<file path="src/rtl/cbmd_pkg.sv">
// shared types, constants and helpers of the centered block mean descriptor
`default_nettype none

package cbmd_pkg;

  localparam int MaxCells = 1024;
  localparam int CellAw   = $clog2(MaxCells);
  localparam int SumW     = 40;
  localparam int DimW     = 16;
  localparam int GridW    = 11;
  localparam int PixW     = 8;

  localparam logic [1:0] REG_SOURCE_WIDTH  = 2'd0;
  localparam logic [1:0] REG_SOURCE_HEIGHT = 2'd1;
  localparam logic [1:0] REG_GRID_COLUMNS  = 2'd2;
  localparam logic [1:0] REG_GRID_ROWS     = 2'd3;

  localparam logic CMD_PUSH  = 1'b0;
  localparam logic CMD_FETCH = 1'b1;

  localparam logic [1:0] STAT_OK       = 2'd0;
  localparam logic [1:0] STAT_BAD_GRID = 2'd1;
  localparam logic [1:0] STAT_NOT_DONE = 2'd2;

  typedef enum logic [2:0] {
    TS_CLEAR,
    TS_RUN,
    TS_READ,
    TS_LOAD,
    TS_CALC
  } top_state_t;

  typedef enum logic [2:0] {
    CS_IDLE,
    CS_MUL,
    CS_DIFF,
    CS_XSUM,
    CS_DIV
  } cen_state_t;

  typedef struct packed {
    logic [DimW-1:0]  width;
    logic [DimW-1:0]  height;
    logic [GridW-1:0] cols;
    logic [GridW-1:0] rows;
    logic [DimW-1:0]  col_q;
    logic [GridW-1:0] col_r;
    logic [DimW-1:0]  row_q;
    logic [GridW-1:0] row_r;
    logic [31:0]      pixels;
    logic [GridW-1:0] cells;
    logic             grid_ok;
  } cbmd_cfg_t;

  typedef struct packed {
    logic              pix_valid;
    logic [CellAw-1:0] pix_addr;
    logic [PixW-1:0]   pix;
    logic              clear_start;
    logic              drain_rd;
    logic [CellAw-1:0] drain_addr;
  } cbmd_mem_req_t;

  typedef struct packed {
    logic [DimW-1:0]  q;
    logic [GridW-1:0] rem;
  } edge_t;

  // next edge from quotient and remainder of k*s/g, adding s/g and s%g
  function automatic edge_t edge_step(input logic [DimW-1:0] q, input logic [GridW-1:0] rem,
                                      input logic [DimW-1:0] qs, input logic [GridW-1:0] rs,
                                      input logic [GridW-1:0] g);
    logic [GridW:0] s;
    edge_t e;
    s = {1'b0, rem} + {1'b0, rs};
    if (s >= {1'b0, g}) begin
      e.q   = q + qs + 16'd1;
      e.rem = GridW'(s - {1'b0, g});
    end else begin
      e.q   = q + qs;
      e.rem = s[GridW-1:0];
    end
    return e;
  endfunction

endpackage

`default_nettype wire

</file>
<file path="src/rtl/cbmd_centered.sv">
// centered mean unit: shift-add products, then restoring divide with rounding
`default_nettype none

module cbmd_centered (
  input  wire logic                 clk,
  input  wire logic                 rst_n,
  input  wire logic                 start,
  input  wire logic [cbmd_pkg::SumW-1:0] cell_sum,
  input  wire logic [cbmd_pkg::SumW-1:0] image_sum,
  input  wire logic [31:0]          cell_pixels,
  input  wire logic [31:0]          image_pixels,
  output logic                      done,
  output logic [7:0]                value
);
  import cbmd_pkg::*;

  cen_state_t  state_r, state_nxt;
  logic [4:0]  cnt_r;
  logic [71:0] a1_r, a2_r, ms_r, mt_r, mag_r;
  logic [63:0] a3_r, mn_r;
  logic [31:0] bn_r, bm_r;
  logic        neg_r, sat_r, done_r;
  logic [73:0] rem_r, dd_r;
  logic [6:0]  q_r;
  logic        ge;
  logic [7:0]  mag8;
  logic        mul_en, diff_en, xsum_en, div_en;

  always_comb begin
    state_nxt = state_r;
    case (state_r)
      CS_IDLE: if (start) state_nxt = CS_MUL;
      CS_MUL:  if (cnt_r == 5'd31) state_nxt = CS_DIFF;
      CS_DIFF: state_nxt = CS_XSUM;
      CS_XSUM: state_nxt = CS_DIV;
      CS_DIV:  if (cnt_r == 5'd7) state_nxt = CS_IDLE;
      default: state_nxt = CS_IDLE;
    endcase
  end

  always_comb begin
    mul_en  = 1'b0;
    diff_en = 1'b0;
    xsum_en = 1'b0;
    div_en  = 1'b0;
    case (state_r)
      CS_MUL:  mul_en  = 1'b1;
      CS_DIFF: diff_en = 1'b1;
      CS_XSUM: xsum_en = 1'b1;
      CS_DIV:  div_en  = 1'b1;
      default: ;
    endcase
  end

  always_ff @(posedge clk) begin
    if (!rst_n) begin
      state_r <= CS_IDLE;
      done_r  <= 1'b0;
    end else begin
      state_r <= state_nxt;
      done_r  <= div_en && (cnt_r == 5'd7);
    end
  end

  assign ge = rem_r >= dd_r;

  always_ff @(posedge clk) begin
    if (state_r == CS_IDLE && start) begin
      a1_r  <= '0;
      a2_r  <= '0;
      a3_r  <= '0;
      ms_r  <= 72'(cell_sum);
      mt_r  <= 72'(image_sum);
      mn_r  <= 64'(cell_pixels);
      bn_r  <= image_pixels;
      bm_r  <= cell_pixels;
      cnt_r <= '0;
    end else if (mul_en) begin
      // cell_sum*N, image_sum*n and n*N, one multiplier bit a cycle
      if (bn_r[0]) begin
        a1_r <= a1_r + ms_r;
        a3_r <= a3_r + mn_r;
      end
      if (bm_r[0]) a2_r <= a2_r + mt_r;
      ms_r  <= {ms_r[70:0], 1'b0};
      mt_r  <= {mt_r[70:0], 1'b0};
      mn_r  <= {mn_r[62:0], 1'b0};
      bn_r  <= {1'b0, bn_r[31:1]};
      bm_r  <= {1'b0, bm_r[31:1]};
      cnt_r <= cnt_r + 5'd1;
    end else if (diff_en) begin
      neg_r <= a2_r > a1_r;
      mag_r <= (a2_r > a1_r) ? (a2_r - a1_r) : (a1_r - a2_r);
    end else if (xsum_en) begin
      // 2|num| + den over 2*den gives the magnitude rounded half up
      rem_r <= {1'b0, mag_r, 1'b0} + {10'd0, a3_r};
      dd_r  <= {2'd0, a3_r, 8'd0};
      q_r   <= '0;
      sat_r <= 1'b0;
      cnt_r <= '0;
    end else if (div_en) begin
      if (cnt_r == 5'd0) begin
        sat_r <= ge;
      end else begin
        if (ge) rem_r <= rem_r - dd_r;
        q_r <= {q_r[5:0], ge};
      end
      dd_r  <= {1'b0, dd_r[73:1]};
      cnt_r <= cnt_r + 5'd1;
    end
  end

  assign mag8  = sat_r ? 8'd127 : {1'b0, q_r};
  assign value = neg_r ? (8'd0 - mag8) : mag8;
  assign done  = done_r;

endmodule

`default_nettype wire

</file>
<file path="config.mk">
export PLATFORM = sky130hd
export DESIGN_NAME = cbmd_centered
export DESIGN_NICKNAME = d
export VERILOG_FILES = /design/src/rtl/cbmd_pkg.sv /design/src/rtl/cbmd_centered.sv
export SDC_FILE = /design/constraint.sdc
export NUM_CORES = 2
export LEC_CHECK = 0
export BUFFER_PORTS_ARGS = -buffer_cell sky130_fd_sc_hd__buf_2
export CAP_MARGIN = 20
export CORE_ASPECT_RATIO = 1.75
export CORE_MARGIN = 2
export CORE_UTILIZATION = 30
export CTS_BUF_LIST = sky130_fd_sc_hd__clkbuf_8
export DETAILED_ROUTE_END_ITERATION = 10
export PLACE_DENSITY = 0.56
export SETUP_SLACK_MARGIN = 0.1
export SKIP_CTS_REPAIR_TIMING = 1
export SLEW_MARGIN = 15
export SYNTH_ARGS = -nofsm -noshare
export SYNTH_HDL_FRONTEND = slang
export SYNTH_SLANG_ARGS = --single-unit
export TNS_END_PERCENT = 30
</file>
<file path="constraint.sdc">
create_clock -name clk -period 6.4 [get_ports clk]
set_input_delay 0.32 -clock clk [delete_from_list [all_inputs] [get_ports clk]]
set_output_delay 0.32 -clock clk [all_outputs]
set_load 0.03 [all_outputs]
</file>
# [Yosys cells after proc, flatten, opt, wreduce, memory -nomap -nowiden]
# Index checks and enable logic that the tools add are counted.
[op_classes] magnitude_cmp=2 add_sub_neg=9 mux=35 bitwise_logic=3 n_reduce_logical=18 eq_ne=11
[ops] op="74-bit 2-to-1 mux" n=4
[ops] op="32-bit 2-to-1 mux" n=6
[ops] op="40-bit 2-to-1 mux" n=4
[ops] op="72-bit adder" n=2
[ops] op="72-bit 2-to-1 mux" n=2
[ops] op="72-bit subtractor" n=2
[ops] op="73-bit by 64-bit adder with 74-bit output" n=1
[ops] op="74-bit by 73-bit greater-or-equal comparator with 1-bit output" n=1
[ops] op="74-bit by 73-bit subtractor with 74-bit output" n=1
[ops] op="73-bit 2-to-1 mux" n=1
[ops] op="72-bit greater-than comparator" n=1
[ops] op="64-bit adder" n=1
[ops] op="7-bit 2-to-1 mux" n=3
[ops] op="5-bit 2-to-1 mux" n=4
[ops] op="3-bit one-hot mux with 5 select lines" n=1
[ops] op="2-bit != test (second input constant)" n=5
[ops] op="5-bit AND reduction" n=2
[ops] op="3-bit 2-to-1 mux" n=3
[ops] op="8-bit 2-to-1 mux" n=1
[ops] op="2-bit nonzero test" n=4
[ops] op="1-bit by 7-bit subtractor with 8-bit output (first input constant)" n=1
[ops] op="3-bit by 2-bit equality test with 1-bit output (second input constant)" n=2
[ops] op="1-bit 2-to-1 mux" n=6
[ops] op="2-bit AND reduction" n=3
[ops] op="13 further kinds" n=17
[word_totals] input_bits=147 word_cells=99 output_inout_bits=9 ff_bits=717

# [Logic depth before layout (Yosys ltp)]
[logic_depth] word_depth=6 depth_mapped=18 mapped_depth_nobuf=17

# [Least setup slack after synthesis]
# OpenSTA, ideal clock, no wires.
[synth_path] path_type="reg2reg" from="register dd_r[0]" to="register rem_r[0] (enable)" setup_slack_ns=-0.387 stages_incl_launch_ff=16 setup_time_ns=0.515 period_less_slack_ns=6.787 arrival_time_ns=6.272 n_path_buf=0 required_ns=5.885 path_cell_list="edfxtp_1 -> ha_1 -> fa_1 -> nor2b_1 -> o21ai_0 -> a21oi_1 -> a211oi_1 -> o31ai_1 -> a211oi_1 -> o21ai_1 -> and4_1 -> nor2_1 -> o41ai_1 -> a21oi_1 -> o211a_1 -> o21ai_1"
[synth_between] elab_chain_len=3
[synth_rtl] element="start, declared" line_no="cbmd_centered.sv:23" source="logic [73:0] rem_r, dd_r;"
[synth_rtl] element="start signal, assigned" line_no="cbmd_centered.sv:97" source="dd_r <= {2'd0, a3_r, 8'd0};"
[synth_rtl] element="start signal, assigned" line_no="cbmd_centered.sv:108" source="dd_r <= {1'b0, dd_r[73:1]};"
[synth_rtl] element="74-bit by 73-bit greater-or-equal comparator with 1-bit output" line_no="cbmd_centered.sv:65" source="assign ge = rem_r >= dd_r;"
[synth_rtl] element="2-bit nonzero test (no line)"
[synth_rtl] element="6-bit AND reduction (no line)"
[synth_rtl] element="end signal, assigned" line_no="cbmd_centered.sv:96" source="rem_r <= {1'b0, mag_r, 1'b0} + {10'd0, a3_r};"
[synth_rtl] element="end signal, assigned" line_no="cbmd_centered.sv:105" source="if (ge) rem_r <= rem_r - dd_r;"
[synth_rtl] element="end, declared" line_no="cbmd_centered.sv:23"
# Every way passes these cells.
# A chain may end at the register's enable or synchronous reset.

# [Final worst setup path]
[layout_path] from="register dd_r[0]" to="register rem_r[70] (enable)"
# The elaborated chain is that of the path after synthesis.

==> results.py <==
metrics = {
    "worst_hold_path": {
        "whs_endpoint": "ms_r[15]$_DFFE_PN_",
        "min_path_type": "input port to flip-flop",
        "hold_start": "cell_sum[15]",
        "hold_depth": 4,
    },
    "routing": {
        "routed_wl_mm": 175,
        "wl_per_cell_um": 18.7,
        "drc": 0,
        "vias": 49000,
        "drtPass1Iterations": 6,
        "ant_nets": 0,
        "first_iter_violations": 2870,
        "vias_per_cell": 5.23,
    },
    "synth": {
        "synthDistinctLibCells": 101,
        "synthTopCellsByCount": "1288 x nand2_1, 842 x a21oi_1, 487 x ha_1, 403 x edfxtp_1, 351 x nor2_1",
        "ys.flop_type": "edfxtp_1",
        "yosysTopAreaCellShare_pct": 22.3,
        "seq_area_frac_synth_pct": 33.9,
        "yosys_register_bits": 716,
        "synth_edf_count": 403,
        "synth.net_count": 7410,
        "async_reset_ff_share_pct": 0,
        "yosys.area.top_type": "edfxtp_1",
        "syn_inst": 6769,
        "synth_area_sq_um": 54200,
        "ys_top_cells_by_area": "edfxtp_1 22%, dfxtp_1 12%, ha_1 11%, nand2_1 8.9%, a21oi_1 7.8%",
        "avgSynthCellArea_sq_um": 8.01,
        "yosysWarnings": 0,
        "synth.most_common_cell": "nand2_1",
    },
    "setup_path": {
        "r2r_end": "rem_r[70]$_DFFE_PP_",
        "crit_chain": "ha_1 -> fa_1 -> nor2b_1 -> o21ai_0 -> a21oi_1 -> a211oi_1 -> o31ai_1 -> a211oi_1 -> o21ai_1 -> and4_1 -> nor2_1 -> o41ai_1 -> a21oi_1 -> o211a_1 -> o21ai_4 -> buf_4",
        "crit_path_end_kind": "flip-flop",
        "cp-start-kind": "flip-flop",
        "cpPeakStageDelay_ns": 0.58,
        "worstSetupPathType": "flip-flop to flip-flop",
        "cpMaxStageDelayCell": "o21ai_1",
        "reg2reg_depth": 16,
        "crit_family": "compound AO/OA/AOI/OAI gates",
        "required_ns": 6.86,
        "critPathMaxFanout": 16,
        "crit_start": "dd_r[0]$_SDFFCE_PP0P_",
        "crit_buf_inv": 1,
        "r2r_slack_ns": 1.08,
        "worstReg2RegStart": "dd_r[0]$_SDFFCE_PP0P_",
        "worstPathArrival_ns": 5.78,
    },
    "outcome": {
        "status": "complete, no violations",
    },
    "floorplanning": {
        "die_width_um": 325,
        "dieArea_sq_um": 184000,
        "initial_core_util_pct": 30.1,
        "core_area_sq_um": 180000,
        "num_io_pins": 156,
        "fp.dieH_um": 566,
        "std_cell_rows": 206,
    },
    "sta": {
        "tightest_slew_ns": 1.07,
        "maxSlewViolCount": 0,
        "fmax_mhz": 188,
        "timing.final.crit_share_pct": 83.1,
        "hold_violations": 0,
        "rsz0062_at_grt": "no",
        "setup_tns_ns": 0,
        "fin_crit_ns": 5.32,
        "worst_slack_ns": 1.08,
        "slew_headroom_pct": 28.9,
        "fin_skew_ns": 0.0982,
        "setup_violations": 0,
    },
    "clocking": {
        "cts_max_level": 3,
        "cts_tree": "yes",
        "clkLatencyLatePin_ns": 0.86,
        "clockBufferDepth": 3,
        "path_clk_slew_ns": 0.07,
        "cts_buffers": 115,
        "cts_root_buf": "clkbuf_8",
        "cts_sinks": 716,
    },
    "global_routing": {
        "use_met2_pct": 34.3,
        "grt_pass1_wl_mm": 271,
        "use_met1_pct": 20.1,
        "antenna_found_initial": 5,
        "grt_busiest_layer": "met2",
        "grt_max_degree": 193,
        "track_usage_pct": 18.3,
        "grt_overflow_total": 0,
        "grt_pass1_vias": 49100,
        "use_met3_pct": 1.64,
    },
    "layout": {
        "fin_area_sq_um": 61000,
        "drive_gt1_share_pct": 6.36,
        "nets": 7513,
        "syn_to_final_growth_pct": 12.5,
    },
    "power": {
        "p_leak_nw": 26.3,
        "peakVddDrop_mv": 0.256,
        "p_per_area_nw_per_um2": 279,
    },
    "placement": {
        "dp_slack_ns": 1.15,
        "post-dp-hpwl_mm": 135,
        "placed_area_sq_um": 57100,
        "portBuffers": 155,
        "gp_congestion": 0.923,
    },
    "job": {
        "maxCapViolCount": 0,
    },
}
-- state kept, by name, summed over array words and instances (netlist names) --
register / cells
a3_r: 64
q_r: 7
a1_r: 72
mag_r: 72
bn_r: 32
dd_r: 72
neg_r: 1
state_r: 3
ms_r: 72
rem_r: 74
mn_r: 64
done: 1
sat_r: 1
mt_r: 72
a2_r: 72
cnt_r: 5
bm_r: 32
-- logic make-up after synthesis --
group           after synthesis  synth area share [%]
compound gates             2162                  24.5
xor+xnor                    394                  6.36
fa+ha+maj                   494                  11.5
buf+inv                     704                  4.98
flops                       716                  33.9
mux                          27                 0.503
simple gates               2272                  18.3
-- cell type report --
class	count	area (sq um)
Clock buffer	130	1790
Sequential cell	716	18400
Tap cell	2392	2990
Fill cell	19200	119000
Multi-Input combinational cell	5349	33200
Clock inverter	85	668
Timing Repair Buffer	345	2660
Inverter	345	1300
Antenna cell	5	12.5
-- per-layer routing --
| metal | up-vias | part of all wire (%) |
|---|---|---|
| met2 | 1158 | 52 |
| met3 | 417 | 3.3 |
| met4 | 0 | 5.8 |
| met5 | - | 0 |
| li1 | 24300 | - |
| met1 | 23100 | 39 |
-- tightest hold or removal path, cell delays in order --
cell and delay [ns]:
dlygate4sd3_1 0.51, buf_2 0.09, nand2_1 0.04, nand2_1 0.04
-- how the worst max path moves through the flow --
stage	end	slack (ns)	cells past startpoint
2_1_floorplan	bm_r[0]$_DFFE_PN_	0.60	6
3_3_place_gp	rem_r[70]$_DFFE_PP_	1.05	17
3_5_place_dp	rem_r[70]$_DFFE_PP_	1.15	16
4_1_cts	rem_r[70]$_DFFE_PP_	1.02	16
5_1_grt	rem_r[70]$_DFFE_PP_	0.88	17
6_report	rem_r[70]$_DFFE_PP_	1.08	16
-- through the flow --
| stage | std cells | util (%) | hold WS (ns) | total power [W] |
|---|---|---|---|---|
| finish | 9367 | 33.9 | 0.251 | 0.0170 |
| global route | 9366 | 33.9 | 0.236 | 0.0181 |
| CTS | 9216 | 33.1 | -0.364 | 0.0171 |
| detailed placement | 9001 | 31.7 | 0.461 | 0.0127 |
| global placement | 9001 | 31.7 | 0.454 | 0.0126 |
| floorplan | 6769 | - | 0.437 | 0.0109 |
-- report_power, final --
| group | switching (W) | total (W) | internal, W |
|---|---|---|---|
| logic | 0.00422 | 0.00693 | 0.00271 |
| clock network | 0.00211 | 0.00436 | 0.00225 |
| registers | 0.000300 | 0.00576 | 0.00546 |
| total | 0.00663 | 0.0170 | 0.0104 |
-- layout by cell type, fill, tap and decap left out, drive strengths merged, types with 147 or more instances in the layout --
cell	count
a21o	330
a21oi	849
inv	378
nor2	351
nand2	1288
dfxtp	313
buf	199
edfxtp	403
xnor2	247
ha	487
nand3	152
o21ai	469
xor2	147
(Power assumes the default switching activity.)
