[src/rtl/cbmd_pkg.sv]
// shared types, constants and helpers of the centered block mean descriptor
`default_nettype none

package cbmd_pkg;

  localparam int MaxCells = 1024;
  localparam int CellAw   = $clog2(MaxCells);
  localparam int SumW     = 40;
  localparam int DimW     = 16;
  localparam int GridW    = 11;
  localparam int PixW     = 8;

  localparam logic [1:0] REG_SOURCE_WIDTH  = 2'd0;
  localparam logic [1:0] REG_SOURCE_HEIGHT = 2'd1;
  localparam logic [1:0] REG_GRID_COLUMNS  = 2'd2;
  localparam logic [1:0] REG_GRID_ROWS     = 2'd3;

  localparam logic CMD_PUSH  = 1'b0;
  localparam logic CMD_FETCH = 1'b1;

  localparam logic [1:0] STAT_OK       = 2'd0;
  localparam logic [1:0] STAT_BAD_GRID = 2'd1;
  localparam logic [1:0] STAT_NOT_DONE = 2'd2;

  typedef enum logic [2:0] {
    TS_CLEAR,
    TS_RUN,
    TS_READ,
    TS_LOAD,
    TS_CALC
  } top_state_t;

  typedef enum logic [2:0] {
    CS_IDLE,
    CS_MUL,
    CS_DIFF,
    CS_XSUM,
    CS_DIV
  } cen_state_t;

  typedef struct packed {
    logic [DimW-1:0]  width;
    logic [DimW-1:0]  height;
    logic [GridW-1:0] cols;
    logic [GridW-1:0] rows;
    logic [DimW-1:0]  col_q;
    logic [GridW-1:0] col_r;
    logic [DimW-1:0]  row_q;
    logic [GridW-1:0] row_r;
    logic [31:0]      pixels;
    logic [GridW-1:0] cells;
    logic             grid_ok;
  } cbmd_cfg_t;

  typedef struct packed {
    logic              pix_valid;
    logic [CellAw-1:0] pix_addr;
    logic [PixW-1:0]   pix;
    logic              clear_start;
    logic              drain_rd;
    logic [CellAw-1:0] drain_addr;
  } cbmd_mem_req_t;

  typedef struct packed {
    logic [DimW-1:0]  q;
    logic [GridW-1:0] rem;
  } edge_t;

  // next edge from quotient and remainder of k*s/g, adding s/g and s%g
  function automatic edge_t edge_step(input logic [DimW-1:0] q, input logic [GridW-1:0] rem,
                                      input logic [DimW-1:0] qs, input logic [GridW-1:0] rs,
                                      input logic [GridW-1:0] g);
    logic [GridW:0] s;
    edge_t e;
    s = {1'b0, rem} + {1'b0, rs};
    if (s >= {1'b0, g}) begin
      e.q   = q + qs + 16'd1;
      e.rem = GridW'(s - {1'b0, g});
    end else begin
      e.q   = q + qs;
      e.rem = s[GridW-1:0];
    end
    return e;
  endfunction

endpackage

`default_nettype wire

[src/rtl/cbmd_cfg.sv]
// configuration registers, grid check and edge step divider
`default_nettype none

module cbmd_cfg (
  input  wire logic                clk,
  input  wire logic                rst_n,
  input  wire logic                cfg_psel,
  input  wire logic                cfg_penable,
  input  wire logic                cfg_pwrite,
  input  wire logic [3:0]          cfg_paddr,
  input  wire logic [31:0]         cfg_pwdata,
  output logic [31:0]              cfg_prdata,
  output cbmd_pkg::cbmd_cfg_t      cfg_o,
  output logic                     restart_o
);
  import cbmd_pkg::*;

  logic [DimW-1:0]  width_r, height_r;
  logic [GridW-1:0] cols_r, rows_r;
  logic             wr_en;
  logic [1:0]       idx;

  logic             div_start_r;
  logic [4:0]       div_cnt_r;
  logic [DimW-1:0]  dvd_w_r, dvd_h_r, q_w_r, q_h_r;
  logic [GridW-1:0] rem_w_r, rem_h_r;
  logic [GridW:0]   rc_w, rc_h;
  logic             ge_w, ge_h;

  logic [31:0]      pixels_r;
  logic [GridW-1:0] cells_r;
  logic             ok_r;
  logic [21:0]      cell_prod;

  assign idx       = cfg_paddr[3:2];
  assign wr_en     = cfg_psel && cfg_penable && cfg_pwrite;
  assign restart_o = wr_en;

  always_ff @(posedge clk) begin
    if (!rst_n) begin
      width_r  <= 16'd64;
      height_r <= 16'd64;
      cols_r   <= 11'd8;
      rows_r   <= 11'd8;
    end else if (wr_en) begin
      case (idx)
        REG_SOURCE_WIDTH:  width_r  <= cfg_pwdata[DimW-1:0];
        REG_SOURCE_HEIGHT: height_r <= cfg_pwdata[DimW-1:0];
        REG_GRID_COLUMNS:  cols_r   <= cfg_pwdata[GridW-1:0];
        REG_GRID_ROWS:     rows_r   <= cfg_pwdata[GridW-1:0];
        default: ;
      endcase
    end
  end

  always_comb begin
    case (idx)
      REG_SOURCE_WIDTH:  cfg_prdata = {16'd0, width_r};
      REG_SOURCE_HEIGHT: cfg_prdata = {16'd0, height_r};
      REG_GRID_COLUMNS:  cfg_prdata = {21'd0, cols_r};
      REG_GRID_ROWS:     cfg_prdata = {21'd0, rows_r};
      default:           cfg_prdata = 32'd0;
    endcase
  end

  // restoring divide of width by columns and height by rows, one bit a cycle
  assign rc_w = {rem_w_r, dvd_w_r[DimW-1]};
  assign rc_h = {rem_h_r, dvd_h_r[DimW-1]};
  assign ge_w = rc_w >= {1'b0, cols_r};
  assign ge_h = rc_h >= {1'b0, rows_r};

  always_ff @(posedge clk) begin
    if (!rst_n) begin
      div_start_r <= 1'b1;
      div_cnt_r   <= 5'd0;
    end else begin
      div_start_r <= wr_en;
      if (div_start_r) begin
        div_cnt_r <= 5'd16;
      end else if (div_cnt_r != 5'd0) begin
        div_cnt_r <= div_cnt_r - 5'd1;
      end
    end
  end

  always_ff @(posedge clk) begin
    if (div_start_r) begin
      dvd_w_r <= width_r;
      dvd_h_r <= height_r;
      rem_w_r <= '0;
      rem_h_r <= '0;
      q_w_r   <= '0;
      q_h_r   <= '0;
    end else if (div_cnt_r != 5'd0) begin
      dvd_w_r <= {dvd_w_r[DimW-2:0], 1'b0};
      dvd_h_r <= {dvd_h_r[DimW-2:0], 1'b0};
      rem_w_r <= ge_w ? GridW'(rc_w - {1'b0, cols_r}) : rc_w[GridW-1:0];
      rem_h_r <= ge_h ? GridW'(rc_h - {1'b0, rows_r}) : rc_h[GridW-1:0];
      q_w_r   <= {q_w_r[DimW-2:0], ge_w};
      q_h_r   <= {q_h_r[DimW-2:0], ge_h};
    end
  end

  assign cell_prod = cols_r * rows_r;

  always_ff @(posedge clk) begin
    pixels_r <= width_r * height_r;
    cells_r  <= cell_prod[GridW-1:0];
    ok_r     <= (width_r != 16'd0) && (height_r != 16'd0) && (cols_r != 11'd0) &&
                (rows_r != 11'd0) && ({5'd0, cols_r} <= width_r) &&
                ({5'd0, rows_r} <= height_r) && (cell_prod <= 22'(MaxCells));
  end

  always_comb begin
    cfg_o.width   = width_r;
    cfg_o.height  = height_r;
    cfg_o.cols    = cols_r;
    cfg_o.rows    = rows_r;
    cfg_o.col_q   = q_w_r;
    cfg_o.col_r   = rem_w_r;
    cfg_o.row_q   = q_h_r;
    cfg_o.row_r   = rem_h_r;
    cfg_o.pixels  = pixels_r;
    cfg_o.cells   = cells_r;
    cfg_o.grid_ok = ok_r;
  end

endmodule

`default_nettype wire

[config.mk]
export PLATFORM = sky130hd
export DESIGN_NAME = cbmd_cfg
export DESIGN_NICKNAME = d
export VERILOG_FILES = /design/src/rtl/cbmd_pkg.sv /design/src/rtl/cbmd_cfg.sv
export SDC_FILE = /design/constraint.sdc
export NUM_CORES = 1
export LEC_CHECK = 0
export BUFFER_PORTS_ARGS = -buffer_cell sky130_fd_sc_hd__buf_2
export CELL_PAD_IN_SITES_DETAIL_PLACEMENT = 1
export CELL_PAD_IN_SITES_GLOBAL_PLACEMENT = 1
export CORE_UTILIZATION = 47
export CTS_BUF_LIST = sky130_fd_sc_hd__clkbuf_4 sky130_fd_sc_hd__clkbuf_8
export DETAILED_ROUTE_END_ITERATION = 8
export GPL_TIMING_DRIVEN = 0
export PLACE_DENSITY_LB_ADDON = 0.1
export SYNTH_ARGS = -nofsm -noshare
export SYNTH_HDL_FRONTEND = slang
export SYNTH_SLANG_ARGS = --single-unit
export TNS_END_PERCENT = 50
[constraint.sdc]
create_clock -name clk -period 8.1 [get_ports clk]
set_input_delay 1.215 -clock clk [delete_from_list [all_inputs] [get_ports clk]]
set_output_delay 1.215 -clock clk [all_outputs]
set_load 0.01 [all_outputs]
# ---- After elaboration in Yosys (flattened, before gate mapping)
# Index checks and enable logic that the tools add are counted.
dict set report op_classes {
  n_addsub 3
  mul 2
  div_mod_pow 0
  magnitude_cmp 5
  eq_ne 3
  n_shift 0
  mux 9
  n_bitwise 1
  n_reduce_logical 20
}
# operator n
set ops {}
lappend ops {{one-hot mux 32 bit (4 select lines)} 1}
lappend ops {{2-to-1 mux 16 bit} 4}
lappend ops {{less-or-equal comparator 11 x 16 -> 1 bit} 2}
lappend ops {{multiplier 16 x 16 -> 32 bit} 1}
lappend ops {{nonzero test 16 bit} 2}
lappend ops {{greater-or-equal comparator 12 x 11 -> 1 bit} 2}
lappend ops {{less-or-equal comparator 22 x 11 -> 1 bit (second input constant)} 1}
lappend ops {{multiplier 11 x 11 -> 22 bit} 1}
lappend ops {{2-to-1 mux 11 bit} 2}
lappend ops {{nonzero test 11 bit} 2}
lappend ops {{subtractor 11 bit} 2}
lappend ops {{2-to-1 mux 5 bit} 2}
lappend ops {{logical AND 1 bit} 8}
lappend ops {{AND reduction 2 bit} 4}
lappend ops {{nonzero test 5 bit} 1}
lappend ops {{subtractor 5 x 1 -> 5 bit (second input constant)} 1}
lappend ops {{equality test 2 bit (second input constant)} 2}
lappend ops {{equality test 2 x 1 -> 1 bit (second input constant)} 1}
lappend ops {{logical NOT 2 bit} 1}
lappend ops {{nonzero test 2 bit} 1}
lappend ops {{OR reduction 2 bit} 1}
lappend ops {{NOT 1 bit} 1}
dict set report totals {
  reg_bits 190
  latchBits 0
  ramBits 0
  mem_bits_ro 0
  in_bits 41
  out_inout_bits 185
  elab_cells 59
  n_memories 0
}

# ---- Depth between registers and ports, before layout
dict set report logic_depth {
  depth_word 7
  depth_mapped 25
  ltp_nobuf 24
}

# ---- Worst setup path before layout
# No wires, ideal clock.
dict set report synth_path {
  kind {reg2reg}
  from {register width_r[11]}
  to {register pixels_r[29]}
  setup_ns 0.118
  arrival_time_ns 6.074
  required_time_ns 7.982
  setup_slack_ns 1.907
  path_stages_with_launch 23
  n_path_buf 2
  synth_period_minus_slack_ns 6.193
  path_cell_list {dfxtp_1 > clkbuf_1 > clkbuf_1 > nand2_1 > fa_1 > inv_1 > fa_1 > inv_1 > fa_1 > fa_1 > inv_1 > fa_1 > fa_1 > ha_1 > a21oi_1 > o21ai_1 > a2111oi_2 > nor2_1 > a31oi_1 > o21bai_1 > a41oi_1 > o21ai_1 > xnor2_1}
}
dict set report synth_via {
  elab_chain_len 1
}
# item line_no
set synth_rtl {}
lappend synth_rtl {{from (decl)} cbmd_cfg.sv:18} ;# logic [DimW-1:0] width_r, height_r;
lappend synth_rtl {{from (signal assigned)} cbmd_cfg.sv:47} ;# REG_SOURCE_WIDTH: width_r <= cfg_pwdata[DimW-1:0];
lappend synth_rtl {{multiplier 16 x 16 -> 32 bit} cbmd_cfg.sv:107} ;# pixels_r <= width_r * height_r;
lappend synth_rtl {{to (signal assigned)} cbmd_cfg.sv:107}
lappend synth_rtl {{to (decl)} cbmd_cfg.sv:30} ;# logic [31:0] pixels_r;
# No other way between the ends.
# A chain may end at the register's enable or synchronous reset.

# ---- Final worst setup path
dict set report layout_path {
  from {register height_r[5]}
  to {register pixels_r[29]}
}
dict set report layout_via {
  elab_chain_len 1
}
# item line_no
set layout_rtl {}
lappend layout_rtl {{from (decl)} cbmd_cfg.sv:18}
lappend layout_rtl {{from (signal assigned)} cbmd_cfg.sv:48} ;# REG_SOURCE_HEIGHT: height_r <= cfg_pwdata[DimW-1:0];
lappend layout_rtl {{multiplier 16 x 16 -> 32 bit} cbmd_cfg.sv:107}
# No other way between the ends.

==> flow_metrics.tcl <==
set metrics [dict create \
    status "finished with violations" \
    violations "design-rule violations" \
    cts_root_buf "clkbuf_8" \
    ctsHoldBuffers 0 \
    setup_violations 0 \
    io-pin-count 226 \
    layout-drive-gt1-share 0.114 \
    fmax_mhz 128 \
    cts_tree "yes" \
    grt_pass1_vias 18840 \
    tns_ns 0 \
    post-route-util 0.525 \
    yosysTopAreaCellShare 0.263 \
    dp_cells 3231 \
    worstSetupEndpointType "flop" \
    drv_slew 0 \
    combinationalPowerShare 0.367 \
    crit_path_max_incr_delay_ns 0.64 \
    cts_buffers 17 \
    fin_worst_skew_ns 0.0321 \
    vias 17817 \
    ant_nets 0 \
    final-hold-violation-count 0 \
    crit_start "height_r[5]" \
    wire_per_inst_um 20.9 \
    grt_pass1_wl_mm 106 \
    switchingPower_mw 1.18 \
    totalWireLength_mm 68.1 \
    p_seq_frac 0.400 \
    cts_buffer_depth 2 \
    p_clk_frac 0.234 \
    syn_area_um2 21000 \
    dieWidth_um 213 \
    fin_crit_ns 7.82 \
    fp-row-count 77 \
    dieArea_um2 45600 \
    cpMaxStageDelayCell "clkbuf_1" \
    cp.required_ns 8.60 \
    antenna_found_initial 2 \
    fin_area_um2 23200 \
    worst_path_most_repeated_cell "fa_1" \
    syn_inst 2432 \
    cp-start-kind "flop" \
    p_int_mw 1.71 \
    path_clk_slew_ns 0.11 \
    ys_async_sr_fraction 0 \
    area_delta_synth_final_pct 10.3 \
    grt_overflow 0 \
    powerDensity_nw_per_um2 125 \
    peakVddDrop_mv 0.121 \
    path_delay_family "adder cells" \
    first_pass_iters 7 \
    cap_viol_max_count 0 \
    cp_cell_sequence "clkbuf_1, clkbuf_1, nand2_1, fa_1, inv_1, fa_1, inv_1, fa_1, fa_1, inv_1, fa_1, fa_1, ha_1, a21oi_1, o21ai_1, a2111oi_2, nor2_1, a31oi_1, o21bai_1, a41oi_1, o21ai_1, xnor2_1" \
    p_leak_nw 11.1 \
    crit_buf_inv 5 \
    yosysUniqueCellTypes 73 \
    clock_latency_ns 0.59 \
    rsz0062_at_grt "no" \
    synth_edf_count 32 \
    synthFlopType "dfxtp_1" \
    coreArea_um2 44100 \
    grt_usage 0.312 \
    synth_top_cell_by_area "fa_1" \
    syn_avg_cell_area_um2 8.64 \
    placed_cell_area_um2 22800 \
    yosysSeqAreaShare 0.196 \
    drc 2 \
    p_total_mw 2.89 \
    hold_ws_ns 0.469 \
    finalCritPeriodShare 0.965 \
    fin_cells 3263 \
    io_buffers 191 \
    drtIter0Drc 1129 \
    via_per_inst 5.46 \
    fin_ws_ns 0.284 \
    post_cts_resized 0 \
    start_util 0.476 \
    gp_congestion 0.901 \
    die_h_um 213 \
    pre_cts_slack_ns 0.334 \
    hold_class "reg -> reg" \
    max_slew_margin 0.113 \
    synth_area_leaders "fa_1, dfxtp_1, ha_1, nand2_1, inv_1" \
    final_nets 3185 \
    clock-sinks 190 \
    post_cts_buffers 0 \
    grt_max_degree 33 \
    diodes 0 \
    worst_pin_slew_ns 1.33 \
    swShare 0.408 \
    ys.warnings.count 0 \
    reg2reg_from "height_r[5]" \
    ys_ff_latch 190 \
    critPathKind "reg -> reg" \
    htreeDepth 4 \
    worstPathMaxFanout 10 \
    arrival_ns 8.31 \
    hpwlAfterDp_mm 55.1 \
    hp-start "q_h_r[12]" \
]
-- registers in the layout, summed over array words and instances (netlist names) --
name         cells
pixels_r        32
dvd_w_r         16
dvd_h_r         16
div_cnt_r        5
rem_h_r         11
ok_r             1
rows_r          11
width_r         16
height_r        16
q_h_r           16
cols_r          11
div_start_r      1
cells_r         11
q_w_r           16
rem_w_r         11
-- cell usage after synthesis, types with 6 or more instances --
cell / n
and2_1: 69
o21a_1: 10
clkbuf_1: 108
o21ai_0: 19
nand2_1: 437
nor2b_1: 15
o21bai_1: 6
o21ai_1: 30
nor3_1: 23
fa_1: 276
mux2_2: 30
a21oi_1: 86
edfxtp_1: 32
and3_1: 6
mux2i_1: 9
nor4_1: 12
a211oi_1: 18
buf_4: 19
inv_1: 420
or3_1: 6
ha_1: 210
nand2b_1: 13
o211ai_1: 13
a21o_1: 25
buf_1: 11
xnor2_1: 42
dfxtp_1: 158
a21boi_0: 50
mux4_2: 11
nand4_1: 11
nand3_1: 17
xor2_1: 9
nor2_1: 162
-- layout make-up --
| cell class | instances | area (um^2) |
|---|---|---|
| Fill cell | 5392 | 20900 |
| Multi-Input combinational cell | 1695 | 14800 |
| Sequential cell | 190 | 4120 |
| Inverter | 423 | 1590 |
| Timing Repair Buffer | 192 | 963 |
| Tap cell | 592 | 741 |
| Buffer | 139 | 597 |
| Clock buffer | 18 | 241 |
| Clock inverter | 14 | 148 |
-- cell families after synthesis --
logic type | share of synthesized area
xor+xnor | 0.0213
other cells | 0.000178
flops | 0.196
mux | 0.0327
fa+ha+maj | 0.388
buf+inv | 0.104
compound gates | 0.0951
simple gates | 0.163
-- cells in the final DEF (no fill, tap or decap), types with 16 or more instances in the layout --
cell,Yosys,routed
nor2_1,162,162
clkbuf_1,108,106
a21oi_1,86,86
mux2_2,30,30
o21ai_0,19,19
dfxtp_1,158,158
buf_4,19,20
and2_1,69,69
a21o_1,25,25
o21ai_1,30,30
buf_2,1,192
clkbuf_8,0,17
a211oi_1,18,18
xnor2_1,42,42
edfxtp_1,32,32
conb_1,1,16
ha_1,210,210
a21boi_0,50,50
nand2_1,437,437
nand3_1,17,17
nor3_1,23,23
inv_1,420,420
fa_1,276,276
-- tightest hold or removal path, cell delays in order, from the launching register on --
cell	delay, ns
dfxtp_1	0.34
nand2_1	0.06
a21oi_1	0.05
-- final timing paths --
check,endpoint,slack (ns),cells after the start
max,pixels_r[29],0.28,22
min,q_h_r[13],0.47,2
max reg2reg,pixels_r[29],0.28,22
min reg2reg,q_h_r[13],0.47,2
-- routing by layer --
layer  wire length [um]  up-vias  GRT usage  part of all wire
met1              29900     8994      0.425              0.44
met2              30600      627      0.486              0.45
li1                   -     8070          -                 -
met4               2470        2      0.124             0.036
met5                  9        -          0           0.00013
met3               5100      124     0.0649             0.075
-- power groups by stage --
| stage | combinational [mW] | sequential, mW | clock [mW] |
|---|---|---|---|
| 5_1_grt | 1.18 | 1.17 | 0.728 |
| 3_5_place_dp | 1.06 | 1.18 | 0 |
| 6_report | 1.06 | 1.16 | 0.676 |
| 4_1_cts | 1.06 | 1.16 | 0.691 |
| 2_1_floorplan | 0.726 | 1.17 | 0 |
| 3_3_place_gp | 1.02 | 1.17 | 0 |
(Power assumes the default switching activity.)
